### src/hdl/mdb_pkg.sv
package mdb_pkg;

    // default fixed-point fraction width (Q8.24)
    localparam int FRAC_BITS_DEF = 24;

    localparam int VAL_W    = 32;   // coordinate width
    localparam int STEP_W   = 31;
    localparam int MAG_W    = 31;
    localparam int DWELL_W  = 16;
    localparam int PIX_W    = 12;
    localparam int CFG_W    = 32;
    localparam int CFG_IDX_W = 3;
    localparam int PROD_W   = 64;   // kept product width
    localparam int MUL_W    = 33;   // multiplier operand width (signed)

    localparam logic [MAG_W-1:0] MAG_MAX = {MAG_W{1'b1}};

    // register reset values
    localparam logic signed [VAL_W-1:0] START_X_RST   = -32'sd33554432;
    localparam logic signed [VAL_W-1:0] START_Y_RST   = 32'sd25165824;
    localparam logic [STEP_W-1:0]       STEP_X_RST    = 31'd16384;
    localparam logic [STEP_W-1:0]       STEP_Y_RST    = 31'd16384;
    localparam logic [MAG_W-1:0]        BAILOUT_RST   = 31'd67108864;
    localparam logic [DWELL_W-1:0]      MAX_DWELL_RST = 16'd256;

    typedef enum logic [CFG_IDX_W-1:0] {
        REG_START_X   = 3'd0,
        REG_START_Y   = 3'd1,
        REG_STEP_X    = 3'd2,
        REG_STEP_Y    = 3'd3,
        REG_BAILOUT   = 3'd4,
        REG_MAX_DWELL = 3'd5
    } reg_idx_t;

    typedef struct packed {
        logic [PIX_W-1:0] column;
        logic [PIX_W-1:0] row;
    } pixel_t;

    typedef struct packed {
        logic [MAG_W-1:0]   magnitude;
        logic [DWELL_W-1:0] dwell;
    } result_t;

    // multiplier operand select
    typedef enum logic [2:0] {
        MUL_CX = 3'd0,
        MUL_CY = 3'd1,
        MUL_XX = 3'd2,
        MUL_YY = 3'd3,
        MUL_XY = 3'd4
    } mul_sel_t;

    typedef struct packed {
        logic     capture;  // latch pixel
        mul_sel_t mul_sel;
        logic     ld_cx;    // cx from product
        logic     ld_start; // cy, x, y, clear mag/dwell
        logic     ld_xx;
        logic     ld_yy;
        logic     ld_mag;   // update magnitude and dwell with yy
        logic     ld_y;     // new y, latch xx - yy
        logic     ld_x;     // new x
        logic     ld_out;
    } cmd_t;

    typedef struct packed {
        logic cont;      // mag < bailout && dwell < max_dwell
        logic out_free;  // output register can take a result
    } sts_t;

    localparam logic signed [PROD_W-1:0] SAT_HI = 64'sd2147483647;
    localparam logic signed [PROD_W-1:0] SAT_LO = -64'sd2147483648;

    function automatic logic signed [VAL_W-1:0] sat32(input logic signed [PROD_W-1:0] v);
        logic signed [VAL_W-1:0] r;
        if (v > SAT_HI) begin
            r = SAT_HI[VAL_W-1:0];
        end else if (v < SAT_LO) begin
            r = SAT_LO[VAL_W-1:0];
        end else begin
            r = v[VAL_W-1:0];
        end
        return r;
    endfunction

endpackage

### src/hdl/mdb_ctrl.sv
module mdb_ctrl
    import mdb_pkg::*;
(
    input  logic aclk,
    input  logic aresetn,
    input  logic s_valid,
    output logic s_ready,
    input  sts_t sts,
    output cmd_t cmd
);

    typedef enum logic [11:0] {
        ST_IDLE = 12'b0000_0000_0001,
        ST_CX   = 12'b0000_0000_0010,
        ST_CY   = 12'b0000_0000_0100,
        ST_SETC = 12'b0000_0000_1000,
        ST_SQX  = 12'b0000_0001_0000,
        ST_SQY  = 12'b0000_0010_0000,
        ST_SQW  = 12'b0000_0100_0000,
        ST_TEST = 12'b0000_1000_0000,
        ST_MXY  = 12'b0001_0000_0000,
        ST_UPD1 = 12'b0010_0000_0000,
        ST_UPD2 = 12'b0100_0000_0000,
        ST_DONE = 12'b1000_0000_0000
    } state_t;

    state_t state_reg, state_next;
    logic   first_reg, first_next;   // squares of c, no iteration counted yet

    always_ff @(posedge aclk) begin
        if (!aresetn) begin
            state_reg <= ST_IDLE;
            first_reg <= 1'b0;
        end else begin
            state_reg <= state_next;
            first_reg <= first_next;
        end
    end

    always_comb begin
        state_next   = state_reg;
        first_next   = first_reg;
        s_ready      = 1'b0;
        cmd          = '0;
        cmd.mul_sel  = MUL_XX;
        case (state_reg)
            ST_IDLE: begin
                s_ready = 1'b1;
                if (s_valid) begin
                    cmd.capture = 1'b1;
                    state_next  = ST_CX;
                end
            end
            ST_CX: begin
                cmd.mul_sel = MUL_CX;
                state_next  = ST_CY;
            end
            ST_CY: begin
                cmd.mul_sel = MUL_CY;
                cmd.ld_cx   = 1'b1;
                state_next  = ST_SETC;
            end
            ST_SETC: begin
                cmd.ld_start = 1'b1;
                first_next   = 1'b1;
                state_next   = ST_SQX;
            end
            ST_SQX: begin
                cmd.mul_sel = MUL_XX;
                state_next  = ST_SQY;
            end
            ST_SQY: begin
                cmd.mul_sel = MUL_YY;
                cmd.ld_xx   = 1'b1;
                state_next  = ST_SQW;
            end
            ST_SQW: begin
                cmd.ld_yy  = 1'b1;
                cmd.ld_mag = !first_reg;
                first_next = 1'b0;
                state_next = ST_TEST;
            end
            ST_TEST: begin
                state_next = sts.cont ? ST_MXY : ST_DONE;
            end
            ST_MXY: begin
                cmd.mul_sel = MUL_XY;
                state_next  = ST_UPD1;
            end
            ST_UPD1: begin
                cmd.ld_y   = 1'b1;
                state_next = ST_UPD2;
            end
            ST_UPD2: begin
                cmd.ld_x   = 1'b1;
                state_next = ST_SQX;
            end
            ST_DONE: begin
                if (sts.out_free) begin
                    cmd.ld_out = 1'b1;
                    state_next = ST_IDLE;
                end
            end
            default: begin
                state_next = ST_IDLE;
            end
        endcase
    end

endmodule

### src/hdl/mdb_dpath.sv
module mdb_dpath
    import mdb_pkg::*;
#(
    parameter int FRAC_BITS = FRAC_BITS_DEF
) (
    input  logic                 aclk,
    input  logic                 aresetn,
    input  logic                 cfg_wr_en,
    input  logic [CFG_IDX_W-1:0] cfg_index,
    input  logic [CFG_W-1:0]     cfg_wr_data,
    input  pixel_t               s_pixel,
    output logic                 m_valid,
    input  logic                 m_ready,
    output result_t              m_result,
    input  cmd_t                 cmd,
    output sts_t                 sts
);

    // configuration
    logic signed [VAL_W-1:0] start_x_reg, start_y_reg;
    logic [STEP_W-1:0]       step_x_reg, step_y_reg;
    logic [MAG_W-1:0]        bailout_reg;
    logic [DWELL_W-1:0]      max_dwell_reg;

    always_ff @(posedge aclk) begin
        if (!aresetn) begin
            start_x_reg   <= START_X_RST;
            start_y_reg   <= START_Y_RST;
            step_x_reg    <= STEP_X_RST;
            step_y_reg    <= STEP_Y_RST;
            bailout_reg   <= BAILOUT_RST;
            max_dwell_reg <= MAX_DWELL_RST;
        end else if (cfg_wr_en) begin
            case (cfg_index)
                REG_START_X:   start_x_reg   <= cfg_wr_data[VAL_W-1:0];
                REG_START_Y:   start_y_reg   <= cfg_wr_data[VAL_W-1:0];
                REG_STEP_X:    step_x_reg    <= cfg_wr_data[STEP_W-1:0];
                REG_STEP_Y:    step_y_reg    <= cfg_wr_data[STEP_W-1:0];
                REG_BAILOUT:   bailout_reg   <= cfg_wr_data[MAG_W-1:0];
                REG_MAX_DWELL: max_dwell_reg <= cfg_wr_data[DWELL_W-1:0];
                default: ;
            endcase
        end
    end

    // working registers
    logic [PIX_W-1:0]         col_reg, row_reg;
    logic signed [VAL_W-1:0]  cx_reg, cy_reg, x_reg, y_reg;
    logic signed [PROD_W-1:0] prod_reg, diff_reg;
    logic [PROD_W-1:0]        xx_reg, yy_reg;
    logic [MAG_W-1:0]         mag_reg;
    logic [DWELL_W-1:0]       dwell_reg;

    // shared multiplier, one product per cycle
    logic signed [MUL_W-1:0]   mul_a, mul_b;
    logic signed [2*MUL_W-1:0] mul_full;

    always_comb begin
        case (cmd.mul_sel)
            MUL_CX: begin
                mul_a = $signed({{(MUL_W-PIX_W){1'b0}}, col_reg});
                mul_b = $signed({{(MUL_W-STEP_W){1'b0}}, step_x_reg});
            end
            MUL_CY: begin
                mul_a = $signed({{(MUL_W-PIX_W){1'b0}}, row_reg});
                mul_b = $signed({{(MUL_W-STEP_W){1'b0}}, step_y_reg});
            end
            MUL_YY: begin
                mul_a = $signed({y_reg[VAL_W-1], y_reg});
                mul_b = $signed({y_reg[VAL_W-1], y_reg});
            end
            MUL_XY: begin
                mul_a = $signed({x_reg[VAL_W-1], x_reg});
                mul_b = $signed({y_reg[VAL_W-1], y_reg});
            end
            default: begin
                mul_a = $signed({x_reg[VAL_W-1], x_reg});
                mul_b = $signed({x_reg[VAL_W-1], x_reg});
            end
        endcase
        mul_full = mul_a * mul_b;
    end

    // sign-extended operands
    logic signed [PROD_W-1:0] start_x_ext, start_y_ext, cx_ext, cy_ext;
    assign start_x_ext = $signed({{(PROD_W-VAL_W){start_x_reg[VAL_W-1]}}, start_x_reg});
    assign start_y_ext = $signed({{(PROD_W-VAL_W){start_y_reg[VAL_W-1]}}, start_y_reg});
    assign cx_ext      = $signed({{(PROD_W-VAL_W){cx_reg[VAL_W-1]}}, cx_reg});
    assign cy_ext      = $signed({{(PROD_W-VAL_W){cy_reg[VAL_W-1]}}, cy_reg});

    logic signed [VAL_W-1:0]  cy_init, y_new, x_new;
    logic [PROD_W-1:0]        msum, mshift;
    logic [MAG_W-1:0]         mag_new;

    assign cy_init = sat32(start_y_ext - prod_reg);
    // 2xy: shift one less than the fraction width
    assign y_new   = sat32((prod_reg >>> (FRAC_BITS - 1)) + cy_ext);
    assign x_new   = sat32((diff_reg >>> FRAC_BITS) + cx_ext);
    assign msum    = xx_reg + $unsigned(prod_reg);
    assign mshift  = msum >> FRAC_BITS;
    assign mag_new = (mshift > PROD_W'(MAG_MAX)) ? MAG_MAX : mshift[MAG_W-1:0];

    always_ff @(posedge aclk) begin
        prod_reg <= mul_full[PROD_W-1:0];
        if (cmd.capture) begin
            col_reg <= s_pixel.column;
            row_reg <= s_pixel.row;
        end
        if (cmd.ld_cx) begin
            cx_reg <= sat32(start_x_ext + prod_reg);
        end
        if (cmd.ld_start) begin
            cy_reg    <= cy_init;
            x_reg     <= cx_reg;
            y_reg     <= cy_init;
            mag_reg   <= '0;
            dwell_reg <= '0;
        end
        if (cmd.ld_xx) begin
            xx_reg <= $unsigned(prod_reg);
        end
        if (cmd.ld_yy) begin
            yy_reg <= $unsigned(prod_reg);
        end
        if (cmd.ld_mag) begin
            mag_reg   <= mag_new;
            dwell_reg <= dwell_reg + DWELL_W'(1);
        end
        if (cmd.ld_y) begin
            diff_reg <= $signed(xx_reg) - $signed(yy_reg);
            y_reg    <= y_new;
        end
        if (cmd.ld_x) begin
            x_reg <= x_new;
        end
    end

    assign sts.cont = (mag_reg < bailout_reg) && (dwell_reg < max_dwell_reg);

    // output register
    logic    m_valid_reg;
    result_t m_result_reg;

    always_ff @(posedge aclk) begin
        if (!aresetn) begin
            m_valid_reg <= 1'b0;
        end else if (cmd.ld_out) begin
            m_valid_reg <= 1'b1;
        end else if (m_ready) begin
            m_valid_reg <= 1'b0;
        end
    end

    always_ff @(posedge aclk) begin
        if (cmd.ld_out) begin
            m_result_reg.magnitude <= mag_reg;
            m_result_reg.dwell     <= dwell_reg;
        end
    end

    assign sts.out_free = !m_valid_reg || m_ready;
    assign m_valid      = m_valid_reg;
    assign m_result     = m_result_reg;

endmodule

### src/hdl/mandelbrot_escape_time.sv
// Mandelbrot escape-time engine.
// Input channel (s_valid/s_ready/s_pixel): one pixel (column, row) per transfer.
// The point c = (start_x + column*step_x, start_y - row*step_y) is iterated as
// z = z*z + c from z = c until |z|^2 reaches bailout or dwell reaches max_dwell.
// Result channel (m_valid/m_ready/m_result): final |z|^2 (saturated) and dwell.
// Config port (cfg_wr_en/cfg_index/cfg_wr_data): single-cycle register write,
// index 0..5 = start_x, start_y, step_x, step_y, bailout, max_dwell; others
// are ignored. Write only while no pixel is in flight.
// Schedule: one shared 33x33 multiplier does every product, so each iteration
// steps through test, x*y, update y, update x, x*x, y*y and magnitude in turn.
// The result becomes valid in the same cycle that s_ready is back high for the
// next pixel. One pixel is in the engine at a time.
// Stall: the result sits in an output register; the engine takes and works on
// the next pixel meanwhile and only waits at the end if the previous result
// has not been taken.
// Reset (aresetn, synchronous, active low): engine idle, output empty,
// config registers back to their defaults (-2.0, 1.5, 2^-10, 2^-10, 4.0, 256).
module mandelbrot_escape_time
    import mdb_pkg::*;
#(
    parameter int FRAC_BITS = FRAC_BITS_DEF
) (
    input  logic                 aclk,
    input  logic                 aresetn,
    // config write port
    input  logic                 cfg_wr_en,
    input  logic [CFG_IDX_W-1:0] cfg_index,
    input  logic [CFG_W-1:0]     cfg_wr_data,
    // pixel input
    input  logic                 s_valid,
    output logic                 s_ready,
    input  pixel_t               s_pixel,
    // result output
    output logic                 m_valid,
    input  logic                 m_ready,
    output result_t              m_result
);

    cmd_t cmd;
    sts_t sts;

    // sequencer: owns the iteration loop and the input handshake
    mdb_ctrl u_ctrl (
        .aclk    (aclk),
        .aresetn (aresetn),
        .s_valid (s_valid),
        .s_ready (s_ready),
        .sts     (sts),
        .cmd     (cmd)
    );

    // datapath: config registers, multiplier, z update, output register
    mdb_dpath #(
        .FRAC_BITS (FRAC_BITS)
    ) u_dpath (
        .aclk        (aclk),
        .aresetn     (aresetn),
        .cfg_wr_en   (cfg_wr_en),
        .cfg_index   (cfg_index),
        .cfg_wr_data (cfg_wr_data),
        .s_pixel     (s_pixel),
        .m_valid     (m_valid),
        .m_ready     (m_ready),
        .m_result    (m_result),
        .cmd         (cmd),
        .sts         (sts)
    );

endmodule

### config.mk
export PLATFORM = sky130hd
export DESIGN_NAME = mandelbrot_escape_time
export DESIGN_NICKNAME = d
export VERILOG_FILES = /design/src/hdl/mdb_pkg.sv /design/src/hdl/mdb_ctrl.sv /design/src/hdl/mdb_dpath.sv /design/src/hdl/mandelbrot_escape_time.sv
export SDC_FILE = /design/constraint.sdc
export NUM_CORES = 2
export LEC_CHECK = 0
export ABC_AREA = 1
export BUFFER_PORTS_ARGS = -buffer_cell sky130_fd_sc_hd__buf_2
export CORE_ASPECT_RATIO = 1.2
export CORE_MARGIN = 5
export CORE_UTILIZATION = 48
export DETAILED_ROUTE_END_ITERATION = 6
export GPL_TIMING_DRIVEN = 1
export PLACE_DENSITY = 0.63
export RECOVER_POWER = 25
export SLEW_MARGIN = 20
export SYNTH_ARGS = -nofsm -noshare
export SYNTH_HDL_FRONTEND = slang
export SYNTH_SLANG_ARGS = --single-unit
### constraint.sdc
create_clock -name aclk -period 13.4 [get_ports aclk]
set_clock_uncertainty 0.1 [all_clocks]
set_input_delay 2.68 -clock aclk [delete_from_list [all_inputs] [get_ports aclk]]
set_output_delay 2.68 -clock aclk [all_outputs]
set_load 0.005 [all_outputs]
== Word level (Yosys, flattened, before mapping) ==
Index checks and enable logic that the tools add are counted.

* Word-level logic and storage cells: 121
* Bits of input ports: 64
* Flip-flop bits (word level): 689
* Output and inout bits: 49

* Muxes and demuxes: 37
* Reductions and logical operators: 20
* Order comparisons: 11
* $add $sub $neg: 7
* Multipliers: 1
* Eq/ne operators: 22

{| class="wikitable"
|+ Operators by type and width
! cell !! count
|-
| 32-bit 2-to-1 mux || 11
|-
| 64-bit by 32-bit greater-than comparator with 1-bit output (second input constant) || 4
|-
| 64-bit by 32-bit < comparator with 1-bit output (second input constant) || 4
|-
| 33-bit one-hot mux with 3 select lines || 2
|-
| 12-bit one-hot mux with 11 select lines || 1
|-
| 31-bit 2-to-1 mux || 3
|-
| 32-bit by 64-bit adder with 64-bit output || 1
|-
| 64-bit adder || 1
|-
| 33-bit by 33-bit multiplier with 64-bit output || 1
|-
| 32-bit by 64-bit subtractor with 64-bit output || 1
|-
| 64-bit subtractor || 1
|-
| 41-bit by 32-bit adder with 42-bit output || 1
|-
| 40-bit by 32-bit adder with 41-bit output || 1
|-
| 40-bit by 31-bit greater-than comparator with 1-bit output (second input constant) || 1
|-
| 12-bit 2-to-1 mux || 3
|-
| 16-bit 2-to-1 mux || 2
|-
| 31-bit < comparator || 1
|-
| 16-bit by 1-bit adder with 16-bit output (second input constant) || 1
|-
| 16-bit < comparator || 1
|-
| 2-bit AND reduction || 7
|-
| 12-bit by 1-bit equality test with 1-bit output (second input constant) || 1
|-
| 12-bit by 10-bit equality test with 1-bit output (second input constant) || 1
|-
| 12-bit by 11-bit equality test with 1-bit output (second input constant) || 1
|-
| 12-bit equality test (second input constant) || 1
|-
| other kinds (22) || 46
|}

== Longest topological paths before layout ==
* Word-level depth: 6
* Gate-level depth with buffers: 45
* Depth with buffers taken out: 41

== Hierarchy ==
Synthesis repeated with hierarchy kept, for this count alone.

* Cells, all modules: 12104
* Area, all modules: 89040.4 sq um

{| class="wikitable"
|+ By module, submodules not included
! module !! area each (sq um) !! instances !! sequential area each (sq um) !! cells an instance
|-
| mdb_dpath || 88264.7 || 1 || 17196.5 || 11987
|-
| mdb_ctrl || 775.7 || 1 || 260.2 || 117
|}

== Least setup slack after synthesis ==
No wires, ideal clock.

* Kind: reg2reg
* Start point: register u_ctrl.state_reg[11]
* End point: register u_dpath.dwell_reg[0], enable pin
* Setup slack: 3703 ps
* Arrival: 9192 ps
* Required time: 12895 ps
* Buffers on the path: 0
* Cell stages (with the launch flop): 10
* Period minus slack after synthesis: 9697 ps
* Cell sequence: dfxtp_1 nor2_1 nand2_1 nor2_2 inv_1 nor4_1 inv_1 nor2_1 clkinv_1 nand2_1

* Cells in the longest elaborated chain, start to end: 3

{| class="wikitable"
|+ RTL lines
! item !! RTL line !! text
|-
| start: declaration || mdb_ctrl.sv:27 || <nowiki>state_t state_reg, state_next;</nowiki>
|-
| start signal: assignment || mdb_ctrl.sv:35 || <nowiki>state_reg <= state_next;</nowiki>
|-
| 12-bit by 7-bit equality test with 1-bit output / 12-bit by 4-bit equality test with 1-bit output (equally long branches) || mdb_ctrl.sv:46 || <nowiki>case (state_reg)</nowiki>
|-
| 2-bit 2-to-1 mux / 1-bit 2-to-1 mux (equally long branches) || mdb_ctrl.sv:46 ||
|-
| 2-bit nonzero test (no source line) (*) || -- ||
|-
| end signal: assignment || mdb_dpath.sv:127 || <nowiki>dwell_reg <= dwell_reg + DWELL_W'(1);</nowiki>
|-
| end: declaration || mdb_dpath.sv:52 || <nowiki>logic [DWELL_W-1:0] dwell_reg;</nowiki>
|}

Every way passes the cells marked *; elsewhere a longest branch is shown, timed or not.
A chain may end at the register's enable or synchronous reset.

== Worst setup path after layout ==
* Start point: register u_ctrl.state_reg[8]
* End point: register u_dpath.prod_reg[60]

* Cells in the longest elaborated chain, start to end: 6

{| class="wikitable"
|+ RTL lines
! item !! RTL line !! text
|-
| 12-bit by 9-bit equality test with 1-bit output, or another cell as far along || mdb_ctrl.sv:46 ||
|-
| 3-bit one-hot mux with 4 select lines (*) || mdb_ctrl.sv:46 ||
|-
| 3-bit by 2-bit equality test with 1-bit output / 3-bit equality test (equally long branches) || mdb_dpath.sv:59 || <nowiki>case (cmd.mul_sel)</nowiki>
|-
| 2-bit OR reduction (no source line) || -- ||
|-
| 33-bit one-hot mux with 3 select lines || mdb_dpath.sv:59 ||
|-
| 33-bit by 33-bit multiplier with 64-bit output (*) || mdb_dpath.sv:81 || <nowiki>mul_full = mul_a * mul_b;</nowiki>
|-
| named net u_dpath.mul_full[60] || mdb_dpath.sv:56 || <nowiki>logic signed [2*MUL_W-1:0] mul_full;</nowiki>
|-
| end signal: assignment || mdb_dpath.sv:104 || <nowiki>prod_reg <= mul_full[PROD_W-1:0];</nowiki>
|-
| end: declaration || mdb_dpath.sv:49 || <nowiki>logic signed [PROD_W-1:0] prod_reg, diff_reg;</nowiki>
|}

The timed path passes the listed nets; every way through them passes the cells marked *.

==> results.txt <==
Status - complete, but fails checks
Failing checks - capacitance limit, slew limit
Clock Path Buffers - 3
Total number of vias - 80,279
Slew Limit Fails - 258
CP Capture Type - flop
CTS sink cnt - 665
Row count - 171
WP buf/inv - 7
Post-Place Cell Area - 0.0910 mm^2
Clock Latency Late Sink - 750 ps
Sequential fraction of the synthesis area - 0.200
Gr usage total - 0.377
Routed length per instance - 25.4 um
First-pass DRT Iterations - 7
F_max - 83.2 MHz
Rel. slew slack - -1.32
Area grow syn2layout - 7.26%
Crit path arrival time - 12,460 ps
FILL cells - 18,075
Die footprint - 0.191 mm^2
TritonCTS clock tree - built
Final Critical Period - 12,010 ps
Maximum fanout along the worst path - 28
WS Path Type - flop to flop
First-pass GRT wire length - 527,000 um
Cell Area, Synth - 0.0874 mm^2
Final-stage net count - 13,497
Chip width - 399 um
Adder-cell share of the synthesized area - 0.338
Place WS - 1790 ps
Initial drt markers - 7,834
Htree depth - 3
Synthesized net count - 13,424
Gr ovfl total - 0
Antenna violations before repair - 43
Critical path data required time - 13,840 ps
Synth Area in Simple Gates - 0.223
Routability Congestion - 1.09
RSZ-0062 raised after global routing - false
CTS Buf Count - 82
Largest net degree at the start of global routing - 93
Slowest cell on crit path - clkinvlp_2
Hold WS - 357 ps
Port bufs - 112
Final number of setup-violating endpoints - 0
CP max stage delay - 1520 ps
Crit-path leading delay family - adder cells
Mux cell area share after synthesis - 0
Syn avg cell area - 7.49 um^2
I/O Pins - 113
CP startpoint kind - flop
Core footprint - 0.181 mm^2
Clock slew seen by the registers of the worst setup and hold paths - 70 ps
Post-detail-place hpwl - 295,000 um
Slew @ Worst Pin - 3490 ps
XOR/XNOR Fraction of Synth Area - 0.0267
FF+latch count, synth - 665
DRC errors left - 0
Cts repair resizes - 0
Final instance area - 0.0937 mm^2
DRT antenna net count - 0
Vias in the first global route - 80,530
Maximum Capacitance Violations - 13
Detailed-route vias per instance - 5.64
Initial cell density of the core - 0.483
Yosys cell types - 65
# hold bufs at CTS - 0
Worst Hold Class - flop to flop
Synth Area in Compound Gates - 0.0919
Share of layout cells above drive strength 1 - 0.0418
Final Hold Viols - 0
Ys Warns - 0
Root buf cell - clkbuf_16
Setup ws final - 1390 ps
Final wirelength - 361,000 um
Cells after Synth - 11,662
Die height - 477 um
Final TNS setup - 0 ps
Post-CTS Setup Inserts - 0
Main combinational cell family by area after synthesis - adder cells
Final Cycle Share - 0.897
Flop-to-flop setup slack - 1390 ps
Critical path's most frequent cell - fa_1
[synthesized netlist by cell type, drive strengths merged]
| library cell | instances | area [um^2] |
|---|---|---|
| o2111ai | 4 | 35.0 |
| xnor2 | 103 | 902 |
| nor3 | 78 | 405 |
| ha | 589 | 7370 |
| clkbuf | 176 | 661 |
| a22o | 24 | 210 |
| nor3b | 1 | 7.51 |
| o21bai | 43 | 327 |
| o21ai | 467 | 2360 |
| or2 | 4 | 25.0 |
| edfxtp | 414 | 12400 |
| nand4 | 125 | 788 |
| o221ai | 6 | 52.6 |
| nand2b | 2 | 12.5 |
| nor4b | 1 | 8.76 |
| inv | 2455 | 9220 |
| nor2 | 1670 | 6310 |
| nor4 | 39 | 256 |
| xor2 | 162 | 1430 |
| a21o | 46 | 345 |
| dfxtp | 251 | 5020 |
| a21oi | 606 | 3030 |
| clkinv | 11 | 41.3 |
| o21a | 33 | 248 |
| o31ai | 3 | 22.5 |
| a211oi | 12 | 90.1 |
| nand3b | 21 | 158 |
| nand2 | 2644 | 10000 |
| o211a | 3 | 30.0 |
| a21boi | 25 | 191 |
| o22ai | 13 | 101 |
| a211o | 2 | 17.5 |
| fa | 1109 | 22200 |
| nand3 | 261 | 1320 |
| a31oi | 73 | 534 |
| a22oi | 9 | 72.6 |
| and3 | 19 | 119 |
| o211ai | 26 | 195 |
| a221oi | 18 | 158 |
| and2 | 7 | 43.8 |
| buf | 107 | 588 |
[cell type report]
| class | instances | area (um^2) | share of cell area |
|---|---|---|---|
| Tap cell | 2422 | 3030 | 0.0323 |
| Multi-Input combinational cell | 8248 | 59500 | 0.635 |
| Timing Repair Buffer | 272 | 1570 | 0.0168 |
| Antenna cell | 14 | 35.0 | 0.000374 |
| Clock buffer | 105 | 2240 | 0.0239 |
| Sequential cell | 665 | 17500 | 0.186 |
| Inverter | 2466 | 9260 | 0.0988 |
| Clock inverter | 49 | 586 | 0.00625 |
[metrics by stage]
stage	cells	util
CTS	14227	0.519
global route	14230	0.518
finish	14241	0.518
floorplan	11662	-
detailed placement	14073	0.503
global placement	14073	0.503
[tightest hold or removal path: cells and delay by family, from the launching register on]
family / cells / cell delay [ps]
flops: 1 / 300
buf+inv: 1 / 60
compound gates: 1 / 50
[layout by cell type, fill, tap and decap left out, types with 33 or more instances in the layout]
| cell | count |
|---|---|
| xor2_1 | 159 |
| clkbuf_16 | 83 |
| ha_1 | 589 |
| xnor2_1 | 102 |
| nand4_1 | 124 |
| o21a_1 | 33 |
| buf_2 | 111 |
| nor4_1 | 38 |
| nor2_1 | 1650 |
| nand2_1 | 2607 |
| o21ai_0 | 451 |
| nand2_2 | 35 |
| nor3_1 | 73 |
| a21oi_1 | 606 |
| edfxtp_1 | 414 |
| dfxtp_1 | 251 |
| inv_1 | 2430 |
| nand3_1 | 258 |
| a21o_1 | 46 |
| buf_4 | 110 |
| clkbuf_1 | 65 |
| o21bai_1 | 42 |
| a31oi_1 | 62 |
| fa_1 | 1109 |
[kinds of logic (layout without fill, tap and decap cells)]
family	Yosys count	after routing
AOI/OAI and AO/OA	1413	1413
xor gates and xnor gates	265	265
adders and majority gates	1698	1698
buffers and inverters	2749	2892
DFF	665	665
other	0	14
and+or+nand+nor	4872	4872
[metal layers]
layer  GRT usage  vias up  wire length [um]
met2       0.578     4220            158000
met4       0.272       28             32900
met1       0.463    38898            134000
met5           0        -               187
li1            -    36048                 -
met3      0.0915     1085             36700
[worst paths after layout]
path | startpoint | endpoint | cells after the start
worst max-delay path | u_ctrl.state_reg[8]$_SDFFE_PN0P_ | u_dpath.prod_reg[60]$_DFF_P_ | 33
worst min-delay path | u_dpath.max_dwell_reg[0]$_SDFFE_PN0P_ | u_dpath.max_dwell_reg[0]$_SDFFE_PN0P_ | 2
worst max register to register | u_ctrl.state_reg[8]$_SDFFE_PN0P_ | u_dpath.prod_reg[60]$_DFF_P_ | 33
worst min register to register | u_dpath.max_dwell_reg[0]$_SDFFE_PN0P_ | u_dpath.max_dwell_reg[0]$_SDFFE_PN0P_ | 2
Power is left out: the tool's default activity adds up to more than one toggle a clock period on the data nets, which glitch-free logic cannot reach.
